File: src/rtl/simplex_noise_2d_fractal_core_assert.svh
// assertion macros shared by the noise core modules
`ifndef SIMPLEX_NOISE_2D_FRACTAL_CORE_ASSERT_SVH
`define SIMPLEX_NOISE_2D_FRACTAL_CORE_ASSERT_SVH

// same-cycle implication, checked out of reset
`define SNF_AST_SAME(lbl, ante, cons, msg) \
  lbl: assert property (@(posedge clk) disable iff (rst) (ante) |-> (cons)) else $error(msg);

// next-cycle implication, checked out of reset
`define SNF_AST_NEXT(lbl, ante, cons, msg) \
  lbl: assert property (@(posedge clk) disable iff (rst) (ante) |=> (cons)) else $error(msg);

`endif

File: src/rtl/snf_pkg.sv
package snf_pkg;

  typedef enum logic [4:0] {
    ST_IDLE, ST_SX, ST_SY, ST_SKEW, ST_CELL, ST_UNSKEW, ST_OFFS,
    ST_CSETUP, ST_CHASH, ST_CR2A, ST_CR2B, ST_CT2, ST_CT4, ST_CG, ST_CACC,
    ST_OCT_N, ST_OCT_F, ST_OCT_A, ST_OCT_E, ST_FIN
  } snf_state_t;

  typedef enum logic [2:0] {
    CFG_MODE, CFG_BASE_FREQ, CFG_LACUNARITY, CFG_GAIN, CFG_OCT_COUNT
  } snf_cfg_idx_t;

  localparam int MUL_AW = 42;
  localparam int MUL_BW = 28;
  localparam int MUL_PW = MUL_AW + MUL_BW;

  localparam logic signed [27:0] SKEW_F2   = 28'sd383805;
  localparam logic signed [27:0] UNSKEW_G2 = 28'sd221590;
  localparam logic signed [27:0] G2_X2     = 28'sd443180;
  localparam logic signed [27:0] ONE_Q20   = 28'sd1048576;
  localparam logic [35:0]        HALF_Q20  = 36'd524288;
  localparam logic [23:0]        AMP_ONE   = 24'h010000;
  localparam logic [1:0]         LAST_CORNER = 2'd2;

  typedef struct packed {
    logic start;
    logic zero_oct;
    logic t_neg;
    logic oct_last;
    logic out_free;
  } snf_stat_t;

  typedef struct packed {
    snf_state_t state;
    logic [1:0] corner;
  } snf_ctl_t;

  localparam logic [7:0] PERM [256] = '{
    8'd151,8'd160,8'd137,8'd91,8'd90,8'd15,8'd131,8'd13,8'd201,8'd95,8'd96,8'd53,
    8'd194,8'd233,8'd7,8'd225,8'd140,8'd36,8'd103,8'd30,8'd69,8'd142,8'd8,8'd99,
    8'd37,8'd240,8'd21,8'd10,8'd23,8'd190,8'd6,8'd148,8'd247,8'd120,8'd234,8'd75,
    8'd0,8'd26,8'd197,8'd62,8'd94,8'd252,8'd219,8'd203,8'd117,8'd35,8'd11,8'd32,
    8'd57,8'd177,8'd33,8'd88,8'd237,8'd149,8'd56,8'd87,8'd174,8'd20,8'd125,8'd136,
    8'd171,8'd168,8'd68,8'd175,8'd74,8'd165,8'd71,8'd134,8'd139,8'd48,8'd27,8'd166,
    8'd77,8'd146,8'd158,8'd231,8'd83,8'd111,8'd229,8'd122,8'd60,8'd211,8'd133,8'd230,
    8'd220,8'd105,8'd92,8'd41,8'd55,8'd46,8'd245,8'd40,8'd244,8'd102,8'd143,8'd54,
    8'd65,8'd25,8'd63,8'd161,8'd1,8'd216,8'd80,8'd73,8'd209,8'd76,8'd132,8'd187,
    8'd208,8'd89,8'd18,8'd169,8'd200,8'd196,8'd135,8'd130,8'd116,8'd188,8'd159,8'd86,
    8'd164,8'd100,8'd109,8'd198,8'd173,8'd186,8'd3,8'd64,8'd52,8'd217,8'd226,8'd250,
    8'd124,8'd123,8'd5,8'd202,8'd38,8'd147,8'd118,8'd126,8'd255,8'd82,8'd85,8'd212,
    8'd207,8'd206,8'd59,8'd227,8'd47,8'd16,8'd58,8'd17,8'd182,8'd189,8'd28,8'd42,
    8'd223,8'd183,8'd170,8'd213,8'd119,8'd248,8'd152,8'd2,8'd44,8'd154,8'd163,8'd70,
    8'd221,8'd153,8'd101,8'd155,8'd167,8'd43,8'd172,8'd9,8'd129,8'd22,8'd39,8'd253,
    8'd19,8'd98,8'd108,8'd110,8'd79,8'd113,8'd224,8'd232,8'd178,8'd185,8'd112,8'd104,
    8'd218,8'd246,8'd97,8'd228,8'd251,8'd34,8'd242,8'd193,8'd238,8'd210,8'd144,8'd12,
    8'd191,8'd179,8'd162,8'd241,8'd81,8'd51,8'd145,8'd235,8'd249,8'd14,8'd239,8'd107,
    8'd49,8'd192,8'd214,8'd31,8'd181,8'd199,8'd106,8'd157,8'd184,8'd84,8'd204,8'd176,
    8'd115,8'd121,8'd50,8'd45,8'd127,8'd4,8'd150,8'd254,8'd138,8'd236,8'd205,8'd93,
    8'd222,8'd114,8'd67,8'd29,8'd24,8'd72,8'd243,8'd141,8'd128,8'd195,8'd78,8'd66,
    8'd215,8'd61,8'd156,8'd180
  };

endpackage

File: src/rtl/snf_mul.sv
module snf_mul (
  input  logic                                 clk,
  input  logic signed [snf_pkg::MUL_AW-1:0]    a,
  input  logic signed [snf_pkg::MUL_BW-1:0]    b,
  output logic signed [snf_pkg::MUL_PW-1:0]    p
);
  import snf_pkg::*;

  always_ff @(posedge clk) begin
    p <= a * b;
  end

endmodule

File: config.mk
export PLATFORM = sky130hd
export DESIGN_NAME = snf_mul
export DESIGN_NICKNAME = d
export VERILOG_FILES = /design/src/rtl/simplex_noise_2d_fractal_core_assert.svh /design/src/rtl/snf_pkg.sv /design/src/rtl/snf_mul.sv
export SDC_FILE = /design/constraint.sdc
export NUM_CORES = 2
export LEC_CHECK = 0
export ABC_CLOCK_PERIOD_IN_PS = 20800
export BUFFER_PORTS_ARGS = -buffer_cell sky130_fd_sc_hd__buf_2
export CORE_MARGIN = 2
export CORE_UTILIZATION = 60
export DETAILED_ROUTE_END_ITERATION = 16
export PLACE_DENSITY = 0.77
export SLEW_MARGIN = 10
export SYNTH_ARGS = -nofsm -noshare
export SYNTH_HDL_FRONTEND = slang
export SYNTH_SLANG_ARGS = --single-unit
File: constraint.sdc
create_clock -name clk -period 20.8 [get_ports clk]
set_input_delay 1.04 -clock clk [delete_from_list [all_inputs] [get_ports clk]]
set_output_delay 1.04 -clock clk [all_outputs]
set_load 0.01 [all_outputs]
==> results by group <==
Hold path
  – Path class of the lowest-slack min-delay path: in -> reg

CTS
  – Post CTS Setup Buffer Count: 0
  – CTS sink count: 70
  – Post_cts resized: 0
  – H-tree levels: 3
  – Number of buffers inserted by hold repair at cts: 0
  – Root buf cell: sky130_fd_sc_hd__clkbuf_16
  – CTS tree: yes
  – Longest Clk Path Bufs: 2
  – CTS Buf Count: 9
  – Clk slew on worst S/H paths: 80 ps

Timing
  – Final-layout setup total negative slack: 0 ps
  – Slew at the pin closest to its max-slew limit: 1230 ps
  – Final worst path period share: 44.0%
  – Finish-stage setup viols: 0
  – Final critical delay including setup and external delays: 9150 ps
  – Highest clock frequency the design can meet: 109 MHz
  – Max-slew headroom at the worst pin: 18.2%
  – Number of slew-limit violations in the final report: 0
  – RSZ-0062 raised after global routing: false
  – Total count of hold-check failures in the final report: 0

Run
  – Count of max-cap constraint violations: 0

Final layout
  – Fraction of layout instances using a drive strength above 1: 4.63%
  – Registers with the most flip-flops: p: 70 flops
  – Register bank with the most flops: p
  – Number of nets in the layout: 5,850
  – Max FFs per register: 70
  – Final standard cell area without fillers: 0.0428 mm^2
  – P&R area growth vs syn: 3.32%

Routing
  – Residual antenna-violating net count after detailed routing: 0
  – Initial detailed-routing violation count: 2,205
  – Routed wire length per instance: 20.8 um
  – First-pass DRT Iterations: 6
  – Post-detailed-route DRC marker count: 0
  – Via-per-instance ratio: 5.68
  – Number of vias in the routed layout: 30,000
  – Final Routed Wirelength: 110,000 um

Synthesis
  – Number of storage elements in the synthesis netlist: 70
  – Cell area after synthesis: 0.0414 mm^2
  – Area fraction of the dominant cell type after synthesis: 57.4%
  – Flip-flop cell with the highest count after synthesis: sky130_fd_sc_hd__dfxtp_1
  – Top area cells in the synthesized netlist: sky130_fd_sc_hd__fa_1 (57%), sky130_fd_sc_hd__inv_1 (9.8%), sky130_fd_sc_hd__and2_1 (7.0%)
  – Number of unique standard cell types used by synthesis: 59
  – Post-Synthesis Net Count: 5,930
  – Post-synthesis cell count: 4,459
  – Async set-or-reset flop fraction in the synthesized netlist: 0%
  – Cell type with the largest total area after synthesis: sky130_fd_sc_hd__fa_1
  – YS warnings: 0
  – Post-synthesis area per instance: 9.28 um^2
  – Number of flops mapped to enable cells by yosys: 0
  – Share of the yosys chip area belonging to registers: 3.38%

Floorplan
  – Area of the core: 0.0685 mm^2
  – Row Count: 96
  – Starting density of the core: 60.5%
  – DIE WIDTH: 267 um
  – Die Area: 0.0711 mm^2
  – Die boundary height: 267 um
  – I/O pin total: 141

Setup path
  – Startpoint type of the worst setup path: input port
  – Largest fanout on the critical path: 42
  – Capturing element type of the critical path: register
  – Data required, critical path: 21,080 ps
  – Type of the setup path with the least slack: in -> reg
  – Arrival time at the worst endpoint: 9440 ps

Place
  – Final HPWL from detailed placement: 84,300 um
  – DP Area: 0.0425 mm^2
  – Number of buffers inserted by port buffering: 140
  – GPL Wtd Cong: 0.943

Run status
  – Result of the run: finished, final reports clean

GRT
  – First-pass GRT wire length: 180,000 um
  – Number of global-route vias before repair: 33,600
  – GRT Residual Overflow: 0
  – Antenna violations before repair: 13
  – Largest net degree at the start of global routing: 43
  – GR Util All Layers: 33.4%
-- cell usage after synthesis (2+ instances only) --
library cell,n
sky130_fd_sc_hd__nand2b_1,17
sky130_fd_sc_hd__a21oi_1,79
sky130_fd_sc_hd__inv_1,1082
sky130_fd_sc_hd__o22ai_1,3
sky130_fd_sc_hd__clkbuf_1,259
sky130_fd_sc_hd__a311oi_1,2
sky130_fd_sc_hd__buf_2,5
sky130_fd_sc_hd__o21a_1,2
sky130_fd_sc_hd__o21ai_0,37
sky130_fd_sc_hd__nor2b_1,2
sky130_fd_sc_hd__nor4_1,3
sky130_fd_sc_hd__a311o_1,2
sky130_fd_sc_hd__a221o_1,2
sky130_fd_sc_hd__a211o_1,4
sky130_fd_sc_hd__xnor2_1,56
sky130_fd_sc_hd__o211ai_2,2
sky130_fd_sc_hd__nor2_1,76
sky130_fd_sc_hd__o2111ai_1,2
sky130_fd_sc_hd__o31a_1,2
sky130_fd_sc_hd__o21bai_1,10
sky130_fd_sc_hd__nand3_1,20
sky130_fd_sc_hd__a41oi_1,2
sky130_fd_sc_hd__ha_1,213
sky130_fd_sc_hd__nand4_1,16
sky130_fd_sc_hd__xor2_1,22
sky130_fd_sc_hd__fa_1,1187
sky130_fd_sc_hd__o211ai_1,4
sky130_fd_sc_hd__and3_1,7
sky130_fd_sc_hd__a221oi_1,3
sky130_fd_sc_hd__nand2_1,722
sky130_fd_sc_hd__a211oi_1,4
sky130_fd_sc_hd__or2_2,2
sky130_fd_sc_hd__nor3_1,10
sky130_fd_sc_hd__dfxtp_1,70
sky130_fd_sc_hd__o21ai_2,2
sky130_fd_sc_hd__and2_1,464
sky130_fd_sc_hd__o21ai_1,2
sky130_fd_sc_hd__a21o_1,35
sky130_fd_sc_hd__a31oi_1,7
-- metrics by stage --
step                setup slack (ps)  hold slack, ps  instances  util [%]
CTS                            11800            1230       5266      62.4
detailed placement             11380            1430       5250      62.0
global route                   11180            1260       5273      62.5
floorplan                      12470            1340       4459         -
finish                         11650            1260       5274      62.5
global placement               11490            1430       5250      62.0
-- routing by layer --
metal / part of all wire [%] / vias up / track usage, %
met5: 0.034 / - / 0
met4: 5.4 / 6 / 15.8
met3: 9.1 / 390 / 7.16
met2: 50 / 1544 / 56.1
met1: 36 / 15500 / 41.3
li1: - / 12500 / -
-- cells in the final DEF, fill, tap and decap left out, drive strengths merged, types with 3 or more instances in the layout --
cell type	count
nor2	76
xor2	22
a221oi	3
a211oi	5
a21o	35
a211o	4
and3	7
dfxtp	70
a31oi	7
clkinv	3
o22ai	3
fa	1187
and2	464
nand4	16
ha	213
o21ai	41
o211ai	6
nor3	10
o21bai	10
nor4	3
diode	8
a21oi	79
clkbuf	9
nand2b	17
a41oi	3
inv	1086
xnor2	56
buf	174
nand3	20
nand2	722
-- path summary, 6_finish.rpt --
path              start       endpoint  slack [ps]  cells past startpoint
setup / recovery   b[8]  p[68]$_DFF_P_       11650                     23
hold / removal     a[0]   p[0]$_DFF_P_        1260                      3
-- layout make-up --
class / count / area [um^2]
Timing Repair Buffer: 174 / 956
Antenna cell: 8 / 20.0
Multi-Input combinational cell: 3041 / 34900
Clock inverter: 7 / 62.6
Tap cell: 882 / 1100
Clock buffer: 9 / 225
Inverter: 1083 / 4070
Fill cell: 5682 / 25700
Sequential cell: 70 / 1400
-- kinds of logic (layout without fill, tap and decap cells) --
| kind of cell | Yosys count | in the layout | share of synthesized area, % |
|---|---|---|---|
| and+or+nand+nor | 1344 | 1344 | 15.4 |
| muxes | 1 | 1 | 0.0272 |
| adders and majority gates | 1400 | 1400 | 63.8 |
| DFF | 70 | 70 | 3.38 |
| AOI/OAI and AO/OA | 218 | 218 | 3.45 |
| other | 0 | 8 | 0 |
| xor gates and xnor gates | 78 | 78 | 1.65 |
| buffers and inverters | 1348 | 1273 | 12.2 |
-- worst max-delay path, cell delays in order --
cell and delay, ps:
sky130_fd_sc_hd__buf_2 820, sky130_fd_sc_hd__and2_1 280, sky130_fd_sc_hd__fa_1 440, sky130_fd_sc_hd__fa_1 520, sky130_fd_sc_hd__inv_1 70, sky130_fd_sc_hd__fa_1 450, sky130_fd_sc_hd__fa_1 550, sky130_fd_sc_hd__inv_1 50
sky130_fd_sc_hd__fa_1 560, sky130_fd_sc_hd__fa_1 430, sky130_fd_sc_hd__fa_1 500, sky130_fd_sc_hd__fa_1 460, sky130_fd_sc_hd__ha_1 430, sky130_fd_sc_hd__a21oi_1 220, sky130_fd_sc_hd__o21ai_0 90, sky130_fd_sc_hd__a221oi_1 330
sky130_fd_sc_hd__nand3_1 120, sky130_fd_sc_hd__o21ai_1 650, sky130_fd_sc_hd__a21oi_1 260, sky130_fd_sc_hd__a31oi_1 540, sky130_fd_sc_hd__o31a_1 280, sky130_fd_sc_hd__nor3_1 60, sky130_fd_sc_hd__a311o_1 260
Power is not shown: default switching activity piles up to over one toggle a cycle in this logic, so the estimate is an artifact.
