--- config.mk ---
export PLATFORM = sky130hd
export DESIGN_NAME = snf_seq
export DESIGN_NICKNAME = d
export VERILOG_FILES = /design/src/rtl/snf_pkg.sv /design/src/rtl/snf_seq.sv
export VERILOG_INCLUDE_DIRS = /design/src /design/src/rtl
export SDC_FILE = /design/constraint.sdc
export NUM_CORES = 1
export LEC_CHECK = 0
export ABC_AREA = 1
export BUFFER_PORTS_ARGS = -buffer_cell sky130_fd_sc_hd__buf_2
export CORE_UTILIZATION = 40
export DETAILED_ROUTE_END_ITERATION = 7
export GPL_TIMING_DRIVEN = 0
export PLACE_DENSITY = 0.73
export RECOVER_POWER = 100
export SLEW_MARGIN = 15
export SYNTH_ARGS = -nofsm -noshare
export SYNTH_HDL_FRONTEND = slang
export SYNTH_SLANG_ARGS = --single-unit
--- constraint.sdc ---
create_clock -name clk -period 1.67 [get_ports clk]
set_input_delay 0.0835 -clock clk [delete_from_list [all_inputs] [get_ports clk]]
set_output_delay 0.0835 -clock clk [all_outputs]
set_load 0.02 [all_outputs]
--- src/rtl/simplex_noise_2d_fractal_core_assert.svh ---
// assertion macros shared by the noise core modules
`ifndef SIMPLEX_NOISE_2D_FRACTAL_CORE_ASSERT_SVH
`define SIMPLEX_NOISE_2D_FRACTAL_CORE_ASSERT_SVH

// same-cycle implication, checked out of reset
`define SNF_AST_SAME(lbl, ante, cons, msg) \
  lbl: assert property (@(posedge clk) disable iff (rst) (ante) |-> (cons)) else $error(msg);

// next-cycle implication, checked out of reset
`define SNF_AST_NEXT(lbl, ante, cons, msg) \
  lbl: assert property (@(posedge clk) disable iff (rst) (ante) |=> (cons)) else $error(msg);

`endif

--- src/rtl/snf_pkg.sv ---
package snf_pkg;

  typedef enum logic [4:0] {
    ST_IDLE, ST_SX, ST_SY, ST_SKEW, ST_CELL, ST_UNSKEW, ST_OFFS,
    ST_CSETUP, ST_CHASH, ST_CR2A, ST_CR2B, ST_CT2, ST_CT4, ST_CG, ST_CACC,
    ST_OCT_N, ST_OCT_F, ST_OCT_A, ST_OCT_E, ST_FIN
  } snf_state_t;

  typedef enum logic [2:0] {
    CFG_MODE, CFG_BASE_FREQ, CFG_LACUNARITY, CFG_GAIN, CFG_OCT_COUNT
  } snf_cfg_idx_t;

  localparam int MUL_AW = 42;
  localparam int MUL_BW = 28;
  localparam int MUL_PW = MUL_AW + MUL_BW;

  localparam logic signed [27:0] SKEW_F2   = 28'sd383805;
  localparam logic signed [27:0] UNSKEW_G2 = 28'sd221590;
  localparam logic signed [27:0] G2_X2     = 28'sd443180;
  localparam logic signed [27:0] ONE_Q20   = 28'sd1048576;
  localparam logic [35:0]        HALF_Q20  = 36'd524288;
  localparam logic [23:0]        AMP_ONE   = 24'h010000;
  localparam logic [1:0]         LAST_CORNER = 2'd2;

  typedef struct packed {
    logic start;
    logic zero_oct;
    logic t_neg;
    logic oct_last;
    logic out_free;
  } snf_stat_t;

  typedef struct packed {
    snf_state_t state;
    logic [1:0] corner;
  } snf_ctl_t;

  localparam logic [7:0] PERM [256] = '{
    8'd151,8'd160,8'd137,8'd91,8'd90,8'd15,8'd131,8'd13,8'd201,8'd95,8'd96,8'd53,
    8'd194,8'd233,8'd7,8'd225,8'd140,8'd36,8'd103,8'd30,8'd69,8'd142,8'd8,8'd99,
    8'd37,8'd240,8'd21,8'd10,8'd23,8'd190,8'd6,8'd148,8'd247,8'd120,8'd234,8'd75,
    8'd0,8'd26,8'd197,8'd62,8'd94,8'd252,8'd219,8'd203,8'd117,8'd35,8'd11,8'd32,
    8'd57,8'd177,8'd33,8'd88,8'd237,8'd149,8'd56,8'd87,8'd174,8'd20,8'd125,8'd136,
    8'd171,8'd168,8'd68,8'd175,8'd74,8'd165,8'd71,8'd134,8'd139,8'd48,8'd27,8'd166,
    8'd77,8'd146,8'd158,8'd231,8'd83,8'd111,8'd229,8'd122,8'd60,8'd211,8'd133,8'd230,
    8'd220,8'd105,8'd92,8'd41,8'd55,8'd46,8'd245,8'd40,8'd244,8'd102,8'd143,8'd54,
    8'd65,8'd25,8'd63,8'd161,8'd1,8'd216,8'd80,8'd73,8'd209,8'd76,8'd132,8'd187,
    8'd208,8'd89,8'd18,8'd169,8'd200,8'd196,8'd135,8'd130,8'd116,8'd188,8'd159,8'd86,
    8'd164,8'd100,8'd109,8'd198,8'd173,8'd186,8'd3,8'd64,8'd52,8'd217,8'd226,8'd250,
    8'd124,8'd123,8'd5,8'd202,8'd38,8'd147,8'd118,8'd126,8'd255,8'd82,8'd85,8'd212,
    8'd207,8'd206,8'd59,8'd227,8'd47,8'd16,8'd58,8'd17,8'd182,8'd189,8'd28,8'd42,
    8'd223,8'd183,8'd170,8'd213,8'd119,8'd248,8'd152,8'd2,8'd44,8'd154,8'd163,8'd70,
    8'd221,8'd153,8'd101,8'd155,8'd167,8'd43,8'd172,8'd9,8'd129,8'd22,8'd39,8'd253,
    8'd19,8'd98,8'd108,8'd110,8'd79,8'd113,8'd224,8'd232,8'd178,8'd185,8'd112,8'd104,
    8'd218,8'd246,8'd97,8'd228,8'd251,8'd34,8'd242,8'd193,8'd238,8'd210,8'd144,8'd12,
    8'd191,8'd179,8'd162,8'd241,8'd81,8'd51,8'd145,8'd235,8'd249,8'd14,8'd239,8'd107,
    8'd49,8'd192,8'd214,8'd31,8'd181,8'd199,8'd106,8'd157,8'd184,8'd84,8'd204,8'd176,
    8'd115,8'd121,8'd50,8'd45,8'd127,8'd4,8'd150,8'd254,8'd138,8'd236,8'd205,8'd93,
    8'd222,8'd114,8'd67,8'd29,8'd24,8'd72,8'd243,8'd141,8'd128,8'd195,8'd78,8'd66,
    8'd215,8'd61,8'd156,8'd180
  };

endpackage

--- src/rtl/snf_seq.sv ---
`include "simplex_noise_2d_fractal_core_assert.svh"

module snf_seq (
  input  logic               clk,
  input  logic               rst,
  input  snf_pkg::snf_stat_t stat,
  output snf_pkg::snf_ctl_t  ctl
);
  import snf_pkg::*;

  snf_state_t state, state_next;
  logic [1:0] corner, corner_next;

  always_ff @(posedge clk) begin
    if (rst) begin
      state  <= ST_IDLE;
      corner <= 2'd0;
    end else begin
      state  <= state_next;
      corner <= corner_next;
    end
  end

  always_comb begin
    state_next  = state;
    corner_next = corner;
    case (state)
      ST_IDLE:   if (stat.start) state_next = stat.zero_oct ? ST_FIN : ST_SX;
      ST_SX:     state_next = ST_SY;
      ST_SY:     state_next = ST_SKEW;
      ST_SKEW:   state_next = ST_CELL;
      ST_CELL:   state_next = ST_UNSKEW;
      ST_UNSKEW: state_next = ST_OFFS;
      ST_OFFS: begin
        state_next  = ST_CSETUP;
        corner_next = 2'd0;
      end
      ST_CSETUP: state_next = ST_CHASH;
      ST_CHASH:  state_next = ST_CR2A;
      ST_CR2A:   state_next = ST_CR2B;
      ST_CR2B: begin
        // corner outside the falloff radius adds nothing
        if (!stat.t_neg) begin
          state_next = ST_CT2;
        end else if (corner == LAST_CORNER) begin
          state_next = ST_OCT_N;
        end else begin
          state_next  = ST_CSETUP;
          corner_next = corner + 2'd1;
        end
      end
      ST_CT2:    state_next = ST_CT4;
      ST_CT4:    state_next = ST_CG;
      ST_CG:     state_next = ST_CACC;
      ST_CACC: begin
        if (corner == LAST_CORNER) begin
          state_next = ST_OCT_N;
        end else begin
          state_next  = ST_CSETUP;
          corner_next = corner + 2'd1;
        end
      end
      ST_OCT_N:  state_next = ST_OCT_F;
      ST_OCT_F:  state_next = ST_OCT_A;
      ST_OCT_A:  state_next = ST_OCT_E;
      ST_OCT_E:  state_next = stat.oct_last ? ST_FIN : ST_SX;
      ST_FIN:    if (stat.out_free) state_next = ST_IDLE;
      default:   state_next = ST_IDLE;
    endcase
  end

  always_comb begin
    ctl.state  = state;
    ctl.corner = corner;
  end

  `SNF_AST_NEXT(a_last_corner_acc, (state == ST_CACC && corner == LAST_CORNER),
    state == ST_OCT_N, "last corner did not close the octave")
  `SNF_AST_NEXT(a_corner_step, (state == ST_CACC && corner != LAST_CORNER),
    (state == ST_CSETUP && corner == $past(corner) + 2'd1), "corner did not advance")
  `SNF_AST_NEXT(a_skip_last, (state == ST_CR2B && stat.t_neg && corner == LAST_CORNER),
    state == ST_OCT_N, "skipped last corner did not close the octave")

endmodule

==> results of run 1 <==
[through the flow]
stage / power, mW / util [%] / setup slack [ps]
after floorplan: 0.755 / - / 296
after global placement: 0.894 / 51.6 / 244
after detailed placement: 0.901 / 51.6 / 261
after CTS: 1.05 / 53.5 / 251
after global routing: 1.12 / 52.2 / 67.1
final: 1.02 / 52.2 / 196
[cells by family after synthesis]
family                   share of synthesized area [%]
AND/OR/NAND/NOR                                   51.7
buffers and inverters                             11.3
AO/OA/AOI/OAI                                     12.7
flip-flops                                        22.3
adder cells (fa/ha/maj)                           1.99
[sequential cells by signal (all words and copies together) (netlist names)]
name	count
corner	2
state	5
[cell type report]
| type | count | share of cell area [%] |
|---|---|---|
| Sequential cell | 7 | 19.4 |
| Timing Repair Buffer | 13 | 7.80 |
| Multi-Input combinational cell | 85 | 56.7 |
| Clock buffer | 4 | 3.64 |
| Buffer | 1 | 1.56 |
| Tap cell | 15 | 2.60 |
| Inverter | 16 | 8.32 |
[final timing paths]
| kind | end | slack, ps | cells after the start |
|---|---|---|---|
| max | corner[0] | 200 | 9 |
| min | state[0] | 90 | 2 |
| max reg2reg | corner[0] | 200 | 9 |
| min reg2reg | corner[1] | 480 | 2 |
[placed cells by master, fill, tap and decap left out, types with 3 or more instances in the layout]
cell type  Yosys  layout
a21oi_1        6       6
buf_2          0       6
clkbuf_1       0       8
clkbuf_4       0       3
dfxtp_1        7       7
inv_1         15      15
nand2_1       26      26
nand3_1       13      13
nor2_1        19      19
nor2_2         3       4
o21ai_0        4       5
[worst reg2reg max path: stages (launching register included)]
cell and delay, ps:
dfxtp_1 410, inv_1 90, nor2_2 240, nand2_2 150
nor2_4 120, nand2_1 80, nand2_2 90, nand2_1 50
o21ai_1 70, nor2_1 50
[routing by layer]
layer / wire length [um] / global-route usage (%) / vias up
met5: 0 / 0 / -
met4: 10 / 9.68 / 0
met3: 37 / 3.04 / 2
met2: 615 / 25.0 / 10
met1: 691 / 23.8 / 331
li1: - / - / 382
[where the power goes]
| group | leakage, nW | switching, mW | internal (mW) |
|---|---|---|---|
| clock network | 0.0150 | 0.0548 | 0.0907 |
| registers | 0.0571 | 0.0538 | 0.210 |
| logic | 0.272 | 0.417 | 0.195 |
| total | 0.344 | 0.525 | 0.496 |
==> results.sh, run 1 <==
export IMPL_status="complete, no violations"
export IMPL_worst_r2r_startpoint="state[1]"
export IMPL_clock_fmax_mhz=679
export IMPL_cts_setup_buffers=0
export IMPL_numPortBuffers=13
export IMPL_finalSetupTns_ps=0
export IMPL_antenna_found_initial=0
export IMPL_cts_sinks=7
export IMPL_dp_hpwl_mm=1.11
export IMPL_hold_buffers=0
export IMPL_cts_buffers=3
export IMPL_fin_crit_sh_pct=88.2
export IMPL_fillCellCount=147
export IMPL_dp_cells=137
export IMPL_drive_above_1_share_pct=16.7
export IMPL_holdWs_ps=93.8
export IMPL_setup_viol=0
export IMPL_synth_async_sr_flop_share_pct=0
export IMPL_yosysTopAreaCell="dfxtp_1"
export IMPL_crit_arrival_ps=1600
export IMPL_synth_nets=117
export IMPL_synth_top_cells_by_count="nand2_1, nor2_1, inv_1"
export IMPL_critical_path_max_stage_delay_ps=410
export IMPL_vias=725
export IMPL_final_cell_area_um2=722
export IMPL_p_leak_nw=0.344
export IMPL_synth_edf_count=0
export IMPL_required_ps=1800
export IMPL_rsz0062_at_grt="no"
export IMPL_synth_yosys_seq_area_share_pct=22.3
export IMPL_crit_path_start="state[1]"
export IMPL_maxSlewHeadroom_pct=68.6
export IMPL_ys_seq_elements=7
export IMPL_initial_core_util_pct=45.5
export IMPL_root_buffer="clkbuf_4"
export IMPL_crit_family="simple AND/OR/NAND/NOR gates"
export IMPL_syn_area_um2=629
export IMPL_synth_cell_type_count=19
export IMPL_num_nets_final=135
export IMPL_clkTransAtPathRegs_ps=50
export IMPL_place_gp_congestion=0.820
export IMPL_slowest_stage="dfxtp_1"
export IMPL_final_cells=141
export IMPL_die_w_um=41.7
export IMPL_grt_overflow=0
export IMPL_area_growth_synth_to_final_pct=14.7
export IMPL_drv_slew=0
export IMPL_end_kind="register"
export IMPL_hold_violations=0
export IMPL_drt_total_wl_mm=1.35
export IMPL_die_height_um=41.7
export IMPL_finalClockSkew_ps=3.96
export IMPL_multi_input_area_um2=409
export IMPL_crit_fanout=7
export IMPL_grt_max_degree=10
export IMPL_postSynthAreaPerCell_um2=5.77
export IMPL_cts_buffer_depth=2
export IMPL_num_antenna_cells=0
export IMPL_synthTopCellsByArea="dfxtp_1, nand2_1, nor2_1, nand3_1, inv_1"
export IMPL_first_pass_iters=4
export IMPL_synth_warnings=0
export IMPL_powerDensity_mw_per_mm2=1410
export IMPL_maxCapViolCount=0
export IMPL_peakVddDrop_mv=0.824
export IMPL_worstPathCellList="inv_1 > nor2_2 > nand2_2 > nor2_4 > nand2_1 > nand2_2 > nand2_1 > o21ai_1 > nor2_1"
export IMPL_cts_tree="yes"
export IMPL_place_area_um2=713
export IMPL_crit_buf_inv=1
export IMPL_via_per_inst=5.14
export IMPL_grt_pass1_wl_mm=2.37
export IMPL_worst_pin_slew_ps=470
export IMPL_remaining_drc_errors=0
export IMPL_clock_latency_ps=240
export IMPL_core_mm2=0.00138
export IMPL_grt_pass1_vias=591
export IMPL_ant_nets=0
export IMPL_regArea_um2=140
export IMPL_cts_resized_gates=0
export IMPL_fin_crit_ps=1470
export IMPL_wl_per_cell_um=9.60
export IMPL_crit_type="reg2reg"
export IMPL_ios=14
export IMPL_die_area_mm2=0.00174
export IMPL_startpoint_type="register"
export IMPL_grt_usage_pct=17.3
export IMPL_synthCells=109
export IMPL_drtIter0Drc=10
export IMPL_hold_path_class="in2reg"
export IMPL_synth_most_common_cell="nand2_1"
export IMPL_synth_flop_cell="dfxtp_1"
export IMPL_synth_top_area_share_pct=22.3
export IMPL_cts_max_level=1
export IMPL_placementRows=13
export IMPL_holdCritStartpoint="rst"
(Power assumes the default switching activity.)
==> inputs of run 2 (changes only) <==
- REMOVE_ABC_BUFFERS: unset -> 1
==> results.sh, run 2 (synthesis gave the netlist of run 1 again) <==
export IMPL_p_leak_nw=0.340
export IMPL_place_gp_congestion=0.892
export IMPL_end_kind="register"
export IMPL_initial_core_util_pct=45.5
export IMPL_vias=718
export IMPL_remaining_drc_errors=0
export IMPL_fin_crit_ps=1470
export IMPL_root_buffer="clkbuf_4"
export IMPL_ant_nets=0
export IMPL_grt_pass1_vias=646
export IMPL_slowest_stage="dfxtp_1"
export IMPL_p_sw_share_pct=52.6
export IMPL_final_cell_mix="nand2_1, nor2_1, inv_1, nand3_1, clkbuf_1"
export IMPL_cts_max_level=1
export IMPL_area_growth_synth_to_final_pct=13.5
export IMPL_layout_commonest_cell="nand2_1"
export IMPL_grt_overflow=0
export IMPL_p_comb_share_pct=56.4
export IMPL_rsz0062_at_grt="no"
export IMPL_peakVddDrop_mv=0.857
export IMPL_drtIter0Drc=15
export IMPL_hold_path_class="in2reg"
export IMPL_hold_buffers=0
export IMPL_via_per_inst=5.13
export IMPL_die_height_um=41.7
export IMPL_crit_arrival_ps=1620
export IMPL_antenna_found_initial=0
export IMPL_power_mw=1.01
export IMPL_maxCapViolCount=0
export IMPL_crit_path_frequent_cell="nand2_1"
export IMPL_drt_total_wl_mm=1.44
export IMPL_status="complete, no violations"
export IMPL_startpoint_type="register"
export IMPL_crit_family="simple AND/OR/NAND/NOR gates"
export IMPL_clkPwrFrac_pct=15.2
export IMPL_p_sw_mw=0.532
export IMPL_wl_per_cell_um=10.3
export IMPL_dp_hpwl_mm=1.13
export IMPL_p_seq_share_pct=28.4
export IMPL_reg_top3="state: 5 flops, corner: 2 flops"
export IMPL_cts_sinks=7
export IMPL_cts_resized_gates=0
export IMPL_crit_buf_inv=2
export IMPL_critical_path_max_stage_delay_ps=560
export IMPL_regMostFlops="state"
export IMPL_die_w_um=41.7
export IMPL_num_antenna_cells=0
export IMPL_hold_violations=0
export IMPL_ios=14
export IMPL_cts_setup_buffers=0
export IMPL_clock_fmax_mhz=679
export IMPL_maxSlewHeadroom_pct=65.3
export IMPL_required_ps=1820
export IMPL_grt_usage_pct=18.9
export IMPL_numPortBuffers=13
export IMPL_dp_cells=136
export IMPL_final_cells=140
export IMPL_placementRows=13
export IMPL_setup_viol=0
export IMPL_crit_fanout=10
export IMPL_num_nets_final=134
export IMPL_cts_buffer_depth=2
export IMPL_clock_latency_ps=250
export IMPL_largest_reg_flops=5
export IMPL_core_mm2=0.00138
export IMPL_grt_max_degree=11
export IMPL_drv_slew=0
export IMPL_first_pass_iters=4
export IMPL_fin_crit_sh_pct=88.2
export IMPL_clkTransAtPathRegs_ps=60
export IMPL_cts_buffers=3
export IMPL_grt_pass1_wl_mm=2.55
export IMPL_drive_above_1_share_pct=16.8
export IMPL_powerDensity_mw_per_mm2=1420
export IMPL_finalSetupTns_ps=0
export IMPL_cts_tree="yes"
export IMPL_crit_type="reg2reg"
export IMPL_worst_pin_slew_ps=519
export IMPL_finalClockSkew_ps=8.11
export IMPL_internal_power_mw=0.479
export IMPL_die_area_mm2=0.00174
export IMPL_worstPathCellList="inv_1 > nand2_1 > nor2_1 > nand2_1 > nand3_1 > nor2_1 > nand3_1 > nand2_1 > inv_1"
run 2: cell count changes in the layout (fill, tap and decap cells not counted):
cell     delta
o21ai_2     +1
buf_6       -1
o21ai_0     -1
run 2: power by group through the flow:
stage,sequential (mW),clock [mW],combinational [mW]
floorplan,0.330,0,0.404
global placement,0.292,0,0.579
detailed placement,0.296,0,0.585
CTS,0.292,0.160,0.587
global route,0.299,0.167,0.656
finish,0.287,0.154,0.570
run 2: layout make-up:
cell class	count	area, um^2
fill	169	668
multi-input combinational	85	413
sequential	7	140
inverter	16	60.1
timing repair buffer	13	56.3
clock buffer	4	26.3
tap	15	18.8
run 2: path summary, 6_finish.rpt:
kind             start         to  slack [ps]  depth (start not counted)
min reg2reg  corner[1]  corner[1]         500                          2
max reg2reg   state[4]   state[1]         200                          9
max           state[4]   state[1]         200                          9
min                rst   state[2]          90                          2
run 2: through the flow:
step                      setup WS (ps)  hold slack [ps]  cell area, um^2  utilization, %
after floorplan                     237              153              618               -
after global placement              209              349              702            50.8
after detailed placement            207              361              702            50.8
after CTS                           197             89.5              728            52.7
after global routing               32.9              101              714            51.7
final                               197             93.4              714            51.7
run 2: routing by layer:
layer	track usage [%]	part of all wire (%)
met4	5.16	0
met5	0	0
met2	30.0	46
met3	7.83	5.1
met1	23.4	49
